--- src/rtl/assert_macros.svh ---
// ----------------------------------------------------------------------------
// Assertion macros
// Concurrent checks, reduced to nothing when SYNTHESIS is set.
// ----------------------------------------------------------------------------
`ifndef ASSERT_MACROS_SVH
`define ASSERT_MACROS_SVH

`ifndef SYNTHESIS

`define ASSERT_HOLDS(lbl, clk, rst_n, expr) \
    lbl: assert property (@(posedge clk) disable iff (!rst_n) (expr)) \
        else $error("assertion failed");

`define ASSERT_NEXT(lbl, clk, rst_n, ante, cons) \
    lbl: assert property (@(posedge clk) disable iff (!rst_n) (ante) |=> (cons)) \
        else $error("assertion failed");

`else

`define ASSERT_HOLDS(lbl, clk, rst_n, expr)

`define ASSERT_NEXT(lbl, clk, rst_n, ante, cons)

`endif

`endif

--- src/rtl/apda_pkg.sv ---
// ----------------------------------------------------------------------------
// apda_pkg
// Types and fixed constants of the audio presence detector.
// ----------------------------------------------------------------------------
`timescale 1ns / 1ps
`default_nettype none

package apda_pkg;

    localparam int NUM_BANDS     = 4;
    localparam int BAND_BITS     = 2;
    localparam int WIN_REG_BITS  = 7;
    localparam int THR_BITS      = 11;
    localparam int HOLD_BITS     = 16;
    localparam int CFG_DATA_BITS = 16;
    localparam int CFG_IDX_BITS  = 3;
    localparam int SRC_BITS      = 2;

    localparam logic [CFG_IDX_BITS-1:0] CFG_WINDOW_A  = 3'd0;
    localparam logic [CFG_IDX_BITS-1:0] CFG_WINDOW_B  = 3'd1;
    localparam logic [CFG_IDX_BITS-1:0] CFG_WINDOW_C  = 3'd2;
    localparam logic [CFG_IDX_BITS-1:0] CFG_WINDOW_D  = 3'd3;
    localparam logic [CFG_IDX_BITS-1:0] CFG_THRESHOLD = 3'd4;
    localparam logic [CFG_IDX_BITS-1:0] CFG_HOLD      = 3'd5;

    localparam logic [WIN_REG_BITS-1:0] WINDOW_RESET = 7'd1;
    localparam logic [THR_BITS-1:0]     THR_RESET    = 11'd64;
    localparam logic [HOLD_BITS-1:0]    HOLD_RESET   = 16'd1024;

    // result word layout, lowest bit first
    localparam int OUT_ACTIVE_BIT = 0;
    localparam int OUT_SRC_OK_BIT = 1;
    localparam int OUT_SRC_LSB    = 2;
    localparam int OUT_RISE_BIT   = 4;
    localparam int OUT_FALL_BIT   = 5;
    localparam int OUT_AVG_LSB    = 6;

    typedef enum logic [2:0] {
        ST_CLEAR,
        ST_IDLE,
        ST_READ,
        ST_UPDATE,
        ST_DIV,
        ST_AVG,
        ST_DONE
    } t_state;

    typedef struct packed {
        logic [NUM_BANDS-1:0][WIN_REG_BITS-1:0] window;
        logic [THR_BITS-1:0]                    threshold;
        logic [HOLD_BITS-1:0]                   hold;
    } t_cfg;

    typedef struct packed {
        logic clr_en;
        logic accept;
        logic rd;
        logic upd;
        logic div_step;
        logic avg_wr;
        logic out_load;
    } t_cmd;

    typedef struct packed {
        logic clr_done;
        logic det_hit;
        logic div_last;
        logic last_band;
    } t_stat;

endpackage

`default_nettype wire

--- src/rtl/apda_cfg.sv ---
// ----------------------------------------------------------------------------
// apda_cfg
// Configuration register file, written by index.
// ----------------------------------------------------------------------------
`timescale 1ns / 1ps
`default_nettype none

module apda_cfg (
    input  wire                                 i_clk,
    input  wire                                 i_rst_n,
    input  wire                                 i_cfg_wr_en,
    input  wire  [apda_pkg::CFG_IDX_BITS-1:0]   i_cfg_index,
    input  wire  [apda_pkg::CFG_DATA_BITS-1:0]  i_cfg_wdata,
    output apda_pkg::t_cfg                      o_cfg
);

    apda_pkg::t_cfg r_cfg;

    always_ff @(posedge i_clk) begin
        if (!i_rst_n) begin
            for (int b = 0; b < apda_pkg::NUM_BANDS; b++) begin
                r_cfg.window[b] <= apda_pkg::WINDOW_RESET;
            end
            r_cfg.threshold <= apda_pkg::THR_RESET;
            r_cfg.hold      <= apda_pkg::HOLD_RESET;
        end else if (i_cfg_wr_en) begin
            unique case (i_cfg_index)
                apda_pkg::CFG_WINDOW_A: begin
                    r_cfg.window[0] <= i_cfg_wdata[apda_pkg::WIN_REG_BITS-1:0];
                end
                apda_pkg::CFG_WINDOW_B: begin
                    r_cfg.window[1] <= i_cfg_wdata[apda_pkg::WIN_REG_BITS-1:0];
                end
                apda_pkg::CFG_WINDOW_C: begin
                    r_cfg.window[2] <= i_cfg_wdata[apda_pkg::WIN_REG_BITS-1:0];
                end
                apda_pkg::CFG_WINDOW_D: begin
                    r_cfg.window[3] <= i_cfg_wdata[apda_pkg::WIN_REG_BITS-1:0];
                end
                apda_pkg::CFG_THRESHOLD: begin
                    r_cfg.threshold <= i_cfg_wdata[apda_pkg::THR_BITS-1:0];
                end
                apda_pkg::CFG_HOLD: begin
                    r_cfg.hold <= i_cfg_wdata[apda_pkg::HOLD_BITS-1:0];
                end
                default: begin
                end
            endcase
        end
    end

    assign o_cfg = r_cfg;

endmodule

`default_nettype wire

--- src/rtl/apda_ctrl.sv ---
// ----------------------------------------------------------------------------
// apda_ctrl
// Sequencer: store clearing, word intake, per-window update, result hand-off.
// ----------------------------------------------------------------------------
`timescale 1ns / 1ps
`default_nettype none

module apda_ctrl (
    input  wire             i_clk,
    input  wire             i_rst_n,
    input  wire             i_s_tvalid,
    output logic            o_s_tready,
    output logic            o_m_tvalid,
    input  wire             i_m_tready,
    input  apda_pkg::t_stat i_stat,
    output apda_pkg::t_cmd  o_cmd
);

    apda_pkg::t_state r_state;
    apda_pkg::t_state n_state;
    logic             r_out_valid;
    logic             n_out_valid;
    logic             out_free;

    assign out_free = !r_out_valid || i_m_tready;

    always_comb begin
        n_state = r_state;
        unique case (r_state)
            apda_pkg::ST_CLEAR: begin
                if (i_stat.clr_done) n_state = apda_pkg::ST_IDLE;
            end
            apda_pkg::ST_IDLE: begin
                if (i_s_tvalid) begin
                    n_state = i_stat.det_hit ? apda_pkg::ST_READ : apda_pkg::ST_DONE;
                end
            end
            apda_pkg::ST_READ: begin
                n_state = apda_pkg::ST_UPDATE;
            end
            apda_pkg::ST_UPDATE: begin
                n_state = apda_pkg::ST_DIV;
            end
            apda_pkg::ST_DIV: begin
                if (i_stat.div_last) n_state = apda_pkg::ST_AVG;
            end
            apda_pkg::ST_AVG: begin
                n_state = i_stat.last_band ? apda_pkg::ST_DONE : apda_pkg::ST_READ;
            end
            apda_pkg::ST_DONE: begin
                if (out_free) n_state = apda_pkg::ST_IDLE;
            end
            default: begin
                n_state = apda_pkg::ST_CLEAR;
            end
        endcase
    end

    always_comb begin
        o_cmd      = '0;
        o_s_tready = 1'b0;
        unique case (r_state)
            apda_pkg::ST_CLEAR: begin
                o_cmd.clr_en = !i_stat.clr_done;
            end
            apda_pkg::ST_IDLE: begin
                o_s_tready   = 1'b1;
                o_cmd.accept = i_s_tvalid;
            end
            apda_pkg::ST_READ: begin
                o_cmd.rd = 1'b1;
            end
            apda_pkg::ST_UPDATE: begin
                o_cmd.upd = 1'b1;
            end
            apda_pkg::ST_DIV: begin
                o_cmd.div_step = 1'b1;
            end
            apda_pkg::ST_AVG: begin
                o_cmd.avg_wr = 1'b1;
            end
            apda_pkg::ST_DONE: begin
                o_cmd.out_load = out_free;
            end
            default: begin
            end
        endcase
    end

    always_comb begin
        n_out_valid = r_out_valid;
        if (o_cmd.out_load) begin
            n_out_valid = 1'b1;
        end else if (i_m_tready) begin
            n_out_valid = 1'b0;
        end
    end

    always_ff @(posedge i_clk) begin
        if (!i_rst_n) begin
            r_state     <= apda_pkg::ST_CLEAR;
            r_out_valid <= 1'b0;
        end else begin
            r_state     <= n_state;
            r_out_valid <= n_out_valid;
        end
    end

    assign o_m_tvalid = r_out_valid;

endmodule

`default_nettype wire

--- src/rtl/apda_dp.sv ---
// ----------------------------------------------------------------------------
// apda_dp
// Datapath: difference detector, hold logic, window store, serial divider.
// ----------------------------------------------------------------------------
`timescale 1ns / 1ps
`default_nettype none

module apda_dp #(
    parameter int NUM_CHANNELS = 4,
    parameter int MAX_WINDOW   = 64,
    parameter int SAMPLE_BITS  = 10,
    localparam int IN_BITS  = ((NUM_CHANNELS * SAMPLE_BITS + 7) / 8) * 8,
    localparam int OUT_BITS =
        ((apda_pkg::OUT_AVG_LSB + apda_pkg::NUM_BANDS * SAMPLE_BITS + 7) / 8) * 8
) (
    input  wire                 i_clk,
    input  wire                 i_rst_n,
    input  apda_pkg::t_cfg      i_cfg,
    input  apda_pkg::t_cmd      i_cmd,
    output apda_pkg::t_stat     o_stat,
    input  wire  [IN_BITS-1:0]  i_s_tdata,
    output logic [OUT_BITS-1:0] o_m_tdata
);

    localparam int CH_BITS   = (NUM_CHANNELS > 1) ? $clog2(NUM_CHANNELS) : 1;
    localparam int POS_BITS  = $clog2(MAX_WINDOW);
    localparam int WIN_BITS  = $clog2(MAX_WINDOW + 1);
    localparam int SUM_BITS  = SAMPLE_BITS + POS_BITS;
    localparam int CNT_BITS  = $clog2(SUM_BITS);
    localparam int ADDR_BITS = apda_pkg::BAND_BITS + POS_BITS;
    localparam int DIFF_BITS =
        (SAMPLE_BITS + 3 > apda_pkg::THR_BITS + 1) ? SAMPLE_BITS + 3 : apda_pkg::THR_BITS + 1;

    logic [NUM_CHANNELS-1:0][SAMPLE_BITS-1:0] cur_in;
    logic [NUM_CHANNELS-1:0][2:0][SAMPLE_BITS-1:0] r_hist;
    logic [NUM_CHANNELS-1:0]                  hit;
    logic [CH_BITS-1:0]                       found;
    logic signed [DIFF_BITS-1:0]              thr_s;

    logic [apda_pkg::NUM_BANDS-1:0][SUM_BITS-1:0]    r_sum;
    logic [apda_pkg::NUM_BANDS-1:0][POS_BITS-1:0]    r_pos;
    logic [apda_pkg::NUM_BANDS-1:0][SAMPLE_BITS-1:0] r_avg;

    logic [apda_pkg::HOLD_BITS-1:0] r_hold;
    logic [apda_pkg::HOLD_BITS-1:0] n_hold;
    logic                           r_active;
    logic                           r_src_ok;
    logic [CH_BITS-1:0]             r_src;
    logic                           r_rise;
    logic                           r_fall;
    logic [SAMPLE_BITS-1:0]         r_cur;
    logic [apda_pkg::BAND_BITS-1:0] r_band;

    logic [SAMPLE_BITS-1:0] mem [(1 << ADDR_BITS)];
    logic [SAMPLE_BITS-1:0] r_rd_data;
    logic [ADDR_BITS-1:0]   r_addr;
    logic [POS_BITS-1:0]    r_peff;
    logic [ADDR_BITS:0]     r_clr_addr;

    logic [apda_pkg::WIN_REG_BITS-1:0] w_sel;
    logic [WIN_BITS-1:0]               w_eff;
    logic [POS_BITS-1:0]               p_eff;
    logic [WIN_BITS-1:0]               p_inc;
    logic [POS_BITS-1:0]               p_next;
    logic [SUM_BITS-1:0]               n_sum;

    logic [WIN_BITS-1:0] r_rem;
    logic [SUM_BITS-1:0] r_quo;
    logic [CNT_BITS-1:0] r_div_cnt;
    logic [WIN_BITS:0]   rem_sh;
    logic                q_bit;
    logic [SAMPLE_BITS-1:0] avg_sat;

    logic [OUT_BITS-1:0] out_word;
    logic [OUT_BITS-1:0] r_out_data;

    // detection
    always_comb begin
        thr_s = DIFF_BITS'(i_cfg.threshold);
        for (int ch = 0; ch < NUM_CHANNELS; ch++) begin
            logic signed [DIFF_BITS-1:0] d;
            cur_in[ch] = i_s_tdata[ch*SAMPLE_BITS +: SAMPLE_BITS];
            d = DIFF_BITS'(cur_in[ch]) - DIFF_BITS'(r_hist[ch][0])
              + DIFF_BITS'(r_hist[ch][1]) - DIFF_BITS'(r_hist[ch][2]);
            hit[ch] = (d > thr_s) || (d < -thr_s);
        end
        found = '0;
        for (int ch = NUM_CHANNELS - 1; ch >= 0; ch--) begin
            if (hit[ch]) found = CH_BITS'(ch);
        end
    end

    assign n_hold = (r_hold != '0) ? r_hold - 1'b1 : '0;

    always_ff @(posedge i_clk) begin
        if (!i_rst_n) begin
            r_hist   <= '0;
            r_hold   <= '0;
            r_active <= 1'b0;
            r_src_ok <= 1'b0;
            r_src    <= '0;
        end else if (i_cmd.accept) begin
            for (int ch = 0; ch < NUM_CHANNELS; ch++) begin
                r_hist[ch][2] <= r_hist[ch][1];
                r_hist[ch][1] <= r_hist[ch][0];
                r_hist[ch][0] <= cur_in[ch];
            end
            if (|hit) begin
                r_active <= 1'b1;
                r_src_ok <= 1'b1;
                r_src    <= found;
                r_hold   <= i_cfg.hold;
            end else begin
                r_hold <= n_hold;
                if (n_hold == '0 && r_active) begin
                    r_active <= 1'b0;
                    r_src_ok <= 1'b0;
                    r_src    <= '0;
                end
            end
        end
    end

    always_ff @(posedge i_clk) begin
        if (i_cmd.accept) begin
            r_cur  <= cur_in[found];
            r_rise <= (|hit) && !r_active;
            r_fall <= !(|hit) && (n_hold == '0) && r_active;
        end
    end

    // window addressing
    always_comb begin
        w_sel = i_cfg.window[r_band];
        if (w_sel == '0) begin
            w_eff = WIN_BITS'(1);
        end else if (int'(w_sel) > MAX_WINDOW) begin
            w_eff = WIN_BITS'(MAX_WINDOW);
        end else begin
            w_eff = WIN_BITS'(w_sel);
        end
        p_eff  = (WIN_BITS'(r_pos[r_band]) >= w_eff) ? '0 : r_pos[r_band];
        p_inc  = WIN_BITS'(r_peff) + 1'b1;
        p_next = (p_inc >= w_eff) ? '0 : POS_BITS'(p_inc);
        n_sum  = r_sum[r_band] - SUM_BITS'(r_rd_data) + SUM_BITS'(r_cur);
    end

    // window store
    always_ff @(posedge i_clk) begin
        if (i_cmd.clr_en) begin
            mem[r_clr_addr[ADDR_BITS-1:0]] <= '0;
        end else if (i_cmd.upd) begin
            mem[r_addr] <= r_cur;
        end
        if (i_cmd.rd) begin
            r_rd_data <= mem[{r_band, p_eff}];
        end
    end

    always_ff @(posedge i_clk) begin
        if (!i_rst_n) begin
            r_clr_addr <= '0;
        end else if (i_cmd.clr_en) begin
            r_clr_addr <= r_clr_addr + 1'b1;
        end
    end

    always_ff @(posedge i_clk) begin
        if (i_cmd.rd) begin
            r_addr <= {r_band, p_eff};
            r_peff <= p_eff;
        end
    end

    // serial divider
    always_comb begin
        rem_sh = {r_rem, r_quo[SUM_BITS-1]};
        q_bit  = (rem_sh >= {1'b0, w_eff});
        avg_sat = (r_quo > SUM_BITS'((1 << SAMPLE_BITS) - 1)) ?
                  {SAMPLE_BITS{1'b1}} : r_quo[SAMPLE_BITS-1:0];
    end

    always_ff @(posedge i_clk) begin
        if (i_cmd.upd) begin
            r_rem     <= '0;
            r_quo     <= n_sum;
            r_div_cnt <= '0;
        end else if (i_cmd.div_step) begin
            r_rem     <= q_bit ? WIN_BITS'(rem_sh - {1'b0, w_eff}) : WIN_BITS'(rem_sh);
            r_quo     <= {r_quo[SUM_BITS-2:0], q_bit};
            r_div_cnt <= r_div_cnt + 1'b1;
        end
    end

    always_ff @(posedge i_clk) begin
        if (!i_rst_n) begin
            r_sum  <= '0;
            r_pos  <= '0;
            r_avg  <= '0;
            r_band <= '0;
        end else begin
            if (i_cmd.accept) begin
                r_band <= '0;
            end
            if (i_cmd.upd) begin
                r_sum[r_band] <= n_sum;
                r_pos[r_band] <= p_next;
            end
            if (i_cmd.avg_wr) begin
                r_avg[r_band] <= avg_sat;
                r_band        <= r_band + 1'b1;
            end
        end
    end

    // result word
    always_comb begin
        out_word = '0;
        out_word[apda_pkg::OUT_ACTIVE_BIT] = r_active;
        out_word[apda_pkg::OUT_SRC_OK_BIT] = r_src_ok;
        out_word[apda_pkg::OUT_SRC_LSB +: apda_pkg::SRC_BITS] =
            r_src_ok ? apda_pkg::SRC_BITS'(r_src) : '0;
        out_word[apda_pkg::OUT_RISE_BIT] = r_rise;
        out_word[apda_pkg::OUT_FALL_BIT] = r_fall;
        for (int b = 0; b < apda_pkg::NUM_BANDS; b++) begin
            out_word[apda_pkg::OUT_AVG_LSB + b*SAMPLE_BITS +: SAMPLE_BITS] = r_avg[b];
        end
    end

    always_ff @(posedge i_clk) begin
        if (i_cmd.out_load) begin
            r_out_data <= out_word;
        end
    end

    assign o_m_tdata = r_out_data;

    assign o_stat.clr_done  = r_clr_addr[ADDR_BITS];
    assign o_stat.det_hit   = |hit;
    assign o_stat.div_last  = (r_div_cnt == CNT_BITS'(SUM_BITS - 1));
    assign o_stat.last_band = (r_band == apda_pkg::BAND_BITS'(apda_pkg::NUM_BANDS - 1));

endmodule

`default_nettype wire

--- src/rtl/audio_presence_detect_average.sv ---
// ----------------------------------------------------------------------------
// audio_presence_detect_average
// Audio presence detector with four running-average windows.
//
//   channel   direction  word contents
//   s         in         sample_ch0 .. sample_ch(N-1)
//   m         out        flags, source channel, four window averages
//   cfg       in         register index and write data, no read-back
//
// A word without detection skips the windows; a detecting word updates
// the four windows in turn through the one bit-serial divider they share.
// After reset a clearing pass zeroes the window store; no word is taken
// until it ends. One word is in work at a time; a finished result waits in
// the output register, and the next word is taken while it waits.
// ----------------------------------------------------------------------------
`timescale 1ns / 1ps
`default_nettype none

`include "assert_macros.svh"

module audio_presence_detect_average #(
    parameter int NUM_CHANNELS = 4,
    parameter int MAX_WINDOW   = 64,
    parameter int SAMPLE_BITS  = 10,
    localparam int IN_BITS  = ((NUM_CHANNELS * SAMPLE_BITS + 7) / 8) * 8,
    localparam int OUT_BITS =
        ((apda_pkg::OUT_AVG_LSB + apda_pkg::NUM_BANDS * SAMPLE_BITS + 7) / 8) * 8
) (
    input  wire                                 i_clk,
    input  wire                                 i_rst_n,
    input  wire                                 i_s_tvalid,
    output logic                                o_s_tready,
    // sample_ch0, sample_ch1, ... each SAMPLE_BITS wide, zero padded
    input  wire  [IN_BITS-1:0]                  i_s_tdata,
    output logic                                o_m_tvalid,
    input  wire                                 i_m_tready,
    // audio_active, source_valid, source_channel[1:0], went_active,
    // went_inactive, average_a, average_b, average_c, average_d, zero padded
    output logic [OUT_BITS-1:0]                 o_m_tdata,
    input  wire                                 i_cfg_wr_en,
    input  wire  [apda_pkg::CFG_IDX_BITS-1:0]   i_cfg_index,
    input  wire  [apda_pkg::CFG_DATA_BITS-1:0]  i_cfg_wdata
);

    apda_pkg::t_cfg  cfg;
    apda_pkg::t_cmd  cmd;
    apda_pkg::t_stat stat;

    logic out_active;
    logic out_src_ok;
    logic out_rise;
    logic out_fall;

    apda_cfg u_cfg (
        .i_clk       (i_clk),
        .i_rst_n     (i_rst_n),
        .i_cfg_wr_en (i_cfg_wr_en),
        .i_cfg_index (i_cfg_index),
        .i_cfg_wdata (i_cfg_wdata),
        .o_cfg       (cfg)
    );

    apda_ctrl u_ctrl (
        .i_clk      (i_clk),
        .i_rst_n    (i_rst_n),
        .i_s_tvalid (i_s_tvalid),
        .o_s_tready (o_s_tready),
        .o_m_tvalid (o_m_tvalid),
        .i_m_tready (i_m_tready),
        .i_stat     (stat),
        .o_cmd      (cmd)
    );

    apda_dp #(
        .NUM_CHANNELS (NUM_CHANNELS),
        .MAX_WINDOW   (MAX_WINDOW),
        .SAMPLE_BITS  (SAMPLE_BITS)
    ) u_dp (
        .i_clk     (i_clk),
        .i_rst_n   (i_rst_n),
        .i_cfg     (cfg),
        .i_cmd     (cmd),
        .o_stat    (stat),
        .i_s_tdata (i_s_tdata),
        .o_m_tdata (o_m_tdata)
    );

    assign out_active = o_m_tdata[apda_pkg::OUT_ACTIVE_BIT];
    assign out_src_ok = o_m_tdata[apda_pkg::OUT_SRC_OK_BIT];
    assign out_rise   = o_m_tdata[apda_pkg::OUT_RISE_BIT];
    assign out_fall   = o_m_tdata[apda_pkg::OUT_FALL_BIT];

    `ASSERT_HOLDS(a_src_follows_active, i_clk, i_rst_n, !o_m_tvalid || (out_active == out_src_ok))
    `ASSERT_HOLDS(a_rise_is_active, i_clk, i_rst_n, !(o_m_tvalid && out_rise) || out_active)
    `ASSERT_HOLDS(a_fall_is_idle, i_clk, i_rst_n, !(o_m_tvalid && out_fall) || !out_active)
    `ASSERT_NEXT(a_one_word_in_work, i_clk, i_rst_n, i_s_tvalid && o_s_tready, !o_s_tready)

endmodule

`default_nettype wire
--- config.mk ---
export PLATFORM = sky130hd
export DESIGN_NAME = audio_presence_detect_average
export DESIGN_NICKNAME = d
export VERILOG_FILES = /design/src/rtl/apda_pkg.sv /design/src/rtl/apda_cfg.sv /design/src/rtl/apda_ctrl.sv /design/src/rtl/apda_dp.sv /design/src/rtl/audio_presence_detect_average.sv
export VERILOG_INCLUDE_DIRS = /design/src /design/src/rtl
export SDC_FILE = /design/constraint.sdc
export NUM_CORES = 2
export LEC_CHECK = 0
export BUFFER_PORTS_ARGS = -buffer_cell sky130_fd_sc_hd__buf_2
export CORE_MARGIN = 2
export CORE_UTILIZATION = 50
export CTS_BUF_LIST = sky130_fd_sc_hd__clkbuf_8
export CTS_CLUSTER_DIAMETER = 100
export CTS_CLUSTER_SIZE = 8
export DETAILED_ROUTE_END_ITERATION = 6
export PLACE_DENSITY_LB_ADDON = 0.08
export SLEW_MARGIN = 25
export SYNTH_ARGS = -nofsm -noshare
export SYNTH_HDL_FRONTEND = slang
export SYNTH_SLANG_ARGS = --single-unit
export TNS_END_PERCENT = 50
--- constraint.sdc ---
create_clock -name i_clk -period 8.9 [get_ports i_clk]
set_clock_uncertainty 0.1 [all_clocks]
set_input_delay 1.78 -clock i_clk [delete_from_list [all_inputs] [get_ports i_clk]]
set_output_delay 1.78 -clock i_clk [all_outputs]
set_load 0.03 [all_outputs]
==> results.sh <==
export IMPL_outcome="finished clean"
export IMPL_coreArea_um2=249100
export IMPL_setup_viol=0
export IMPL_yosysSeqAreaShare_pct=68.96
export IMPL_path_cells="buf_4 > mux2i_1 > mux2_4 > inv_8 > ha_1 > a21o_1 > a31oi_1 > o21a_1 > buf_4 > o21ai_4 > inv_8 > buf_12 > buf_4 > mux2i_1 > mux2i_1 > o22ai_1 > nor3_1 > nor4_1 > nor4_1 > buf_4"
export IMPL_synth_ff_type="edfxtp_1"
export IMPL_areaGrowthSynthToFinish_pct=9.062
export IMPL_worstMarginPinSlew_ns=1.298
export IMPL_drtPass1Iterations=6
export IMPL_grt_pass1_vias=79730
export IMPL_finalWorstSetupSlack_ns=1.408
export IMPL_grtUsageTotal_pct=31.18
export IMPL_viasPerCell=6.352
export IMPL_synth_common_cells="edfxtp_1 (2,651), nand2_1 (1,974), a21oi_1 (628)"
export IMPL_yosys_top_cells_area="edfxtp_1 (63%), nand2_1 (5.9%), dfxtp_1 (5.5%)"
export IMPL_vias=84490
export IMPL_synth_edf_count=2651
export IMPL_p_comb_share_pct=9.9
export IMPL_yosys_cell_count_top_type="edfxtp_1"
export IMPL_wl_um=407100
export IMPL_cap_viol_max_count=0
export IMPL_start_kind="flip-flop"
export IMPL_hold_viol_final=0
export IMPL_ctsResizeCount=0
export IMPL_die_width_um=505.1
export IMPL_cp_required_ns=9.72
export IMPL_leakage_uw=0.04398
export IMPL_synth_top_area_share_pct=63.41
export IMPL_min_path_type="flip-flop to flip-flop"
export IMPL_ir_worst_vdd_mv=0.1391
export IMPL_clkSlewWorstSetupHoldPaths_ns=0.07
export IMPL_drtAntennaViolNets=0
export IMPL_tritoncts="yes"
export IMPL_grt_max_degree=179
export IMPL_synth_cell_type_count=91
export IMPL_slew_headroom_pct=13.44
export IMPL_clockBufferDepth=4
export IMPL_yosys_area_top_type="edfxtp_1"
export IMPL_p_clk_share_pct=34.1
export IMPL_netlist_instances=9737
export IMPL_initial_core_util_pct=50.40
export IMPL_gp_congestion=0.9035
export IMPL_cts_setup_buffers=0
export IMPL_critPathSlowestCell="nor3_1"
export IMPL_nFillCells=20770
export IMPL_fin_area_um2=136900
export IMPL_p_int_uw=20580
export IMPL_timing_fmax_ghz=0.1335
export IMPL_die_height_um=505.1
export IMPL_timing_final_crit_share_pct=84.18
export IMPL_drcViolationCount=0
export IMPL_final_max_slew_viol_count=0
export IMPL_antenna_found_initial=16
export IMPL_wl_per_cell_um=30.61
export IMPL_cp_max_fo=79
export IMPL_max_stage_delay_ns=0.80
export IMPL_h_tree_depth=5
export IMPL_cts_hold_buffers=0
export IMPL_power_density_nw_per_um2=200.1
export IMPL_place_ws_ns=0.7234
export IMPL_clockRootBuffer="clkbuf_8"
export IMPL_yosys_warnings=0
export IMPL_power_uw=27400
export IMPL_grt_pass1_wl_um=580100
export IMPL_cts_sinks=2999
export IMPL_seqPwrFrac_pct=56.0
export IMPL_cp_common_cell="buf_4"
export IMPL_io_pins=114
export IMPL_cts_made_buffers=425
export IMPL_rows=183
export IMPL_drt_iter0_drc=10930
export IMPL_final_layout_size_suffix_gt1_share_pct=10.89
export IMPL_period_needed_ns=7.492
export IMPL_grt_overflow=0
export IMPL_place_area_um2=130400
export IMPL_swShare_pct=24.88
export IMPL_async_flop_share_pct=0
export IMPL_dieArea_um2=255100
export IMPL_path_class="flip-flop to flip-flop"
export IMPL_end_kind="flip-flop"
export IMPL_hpwl_um=239500
export IMPL_syn_area_um2=125500
export IMPL_clk_latency_ns=1.15
export IMPL_cp_data_arrival_time_ns=8.31
export IMPL_port_buffers=111
export IMPL_finalSetupTns_ns=0
export IMPL_nets=10240
export IMPL_synth_seq_cells=2999
export IMPL_rsz0062_at_grt="false"
export IMPL_syn_area_per_cell_um2=12.89
export IMPL_switchingPower_uw=6819
power by group through the flow:
stage                     logic [µW]  registers, µW  clock network (µW)
after floorplan                 1760          15600                   0
after detailed placement        2660          15600                   0
final                           2720          15300                9350
after global routing            2980          15300                9960
after global placement          2630          15600                   0
after CTS                       2680          15300                9460
kinds of logic (layout without fill, tap and decap cells):
group           count (synthesis)  in the layout  share of synthesized area (%)
other cells                     1              9                       0.002987
xor+xnor                      101            101                         0.7046
mux                           359            359                          3.653
flops                        2999           2999                          68.96
buf+inv                       843           1070                          2.748
fa+ha+maj                     280            280                          3.119
simple gates                 3201           3201                          10.51
compound gates               1953           1953                          10.30
cell type report:
type                            count  area, µm²  area share [%]
Tap cell                         3330       4167           3.043
Clock inverter                     60      311.5          0.2275
Sequential cell                  2999      86580           63.23
Timing Repair Buffer              339       2778           2.029
Clock buffer                      432       5946           4.342
Multi-Input combinational cell   5896      36160           26.41
Inverter                          239      967.2          0.7064
Antenna cell                        7      17.52         0.01279
registers in the layout (all words and copies together), names as in the netlist, 16 cells and up:
signal and count:
u_dp.r_sum 64, u_cfg.o_cfg 55, u_dp.out_word 40, u_dp.o_m_tdata 45, u_dp.r_quo 16, u_dp.r_hold 16
u_dp.r_hist 120, u_dp.r_pos 24, u_dp.mem 2560
cell usage in the layout (no fill, tap or decap), types with 31 or more instances in the layout:
master     synthesis  layout
o21a_1            35      35
a22oi_1           46      46
buf_2            180     111
a31oi_1          165     165
buf_12             0      37
nor2b_1           40      39
nand2_1         1974    1954
o21ai_0          254     252
nor3_1            48      46
xnor2_1           72      71
nor2_1           609     504
a211oi_1          97      94
clkbuf_8           0     432
o221ai_1         179     179
ha_1             225     225
o311ai_0          42      36
fa_1              55      55
o22ai_1           46      46
mux4_2            78      77
buf_4             13     187
o221a_2           31      31
dfxtp_1          348     346
nand3_1          287     287
mux2i_1          268     268
edfxtp_1        2651    2651
nor2_2             1      94
a311oi_1          40      40
a2111oi_0         39      34
o211ai_1          78      78
a21oi_1          628     626
inv_1            228     274
and3_1            55      55
nor4_1            62      58
a21o_1            35      35
o31ai_1           35      33
worst max-delay path, delay by kind of cell (launching register included):
family,cells,cell delay (ns)
adders and majority gates,1,0.37
buffers and inverters,7,2.66
DFF,1,0.56
and+or+nand+nor,3,1.53
muxes,4,0.95
AOI/OAI and AO/OA,5,1.10
final timing paths:
| check | start | to | slack (ns) | cells past startpoint |
|---|---|---|---|---|
| setup / recovery | u_dp.r_band[0]$_SDFFE_PN0P_ | u_dp.r_rd_data[3]$_DFFE_PP_ | 1.41 | 20 |
| hold / removal | u_dp.out_word[8]$_SDFFE_PN0P_ | u_dp.o_m_tdata[8]$_DFFE_PP_ | 0.33 | 0 |
| setup reg to reg | u_dp.r_band[0]$_SDFFE_PN0P_ | u_dp.r_rd_data[3]$_DFFE_PP_ | 1.41 | 20 |
| hold reg to reg | u_dp.out_word[8]$_SDFFE_PN0P_ | u_dp.o_m_tdata[8]$_DFFE_PP_ | 0.33 | 0 |
per-layer routing:
layer / wire [µm] / up-vias / global-route usage, %
met2: 186600 / 4560 / 48.31
met1: 163800 / 42810 / 43.84
met3: 40250 / 780 / 5.871
met4: 16450 / 6 / 11.93
li1: - / 36330 / -
met5: 48 / - / 0
through the flow:
stage	instances	util [%]	hold slack, ns
after global placement	12800	52.31	0.3044
after detailed placement	12800	52.36	0.3098
after global routing	13300	54.96	0.3436
final	13300	54.96	0.3284
after CTS	13290	54.87	0.3265
after floorplan	9738	-	0.3003
Power figures use the tool's default switching activity.
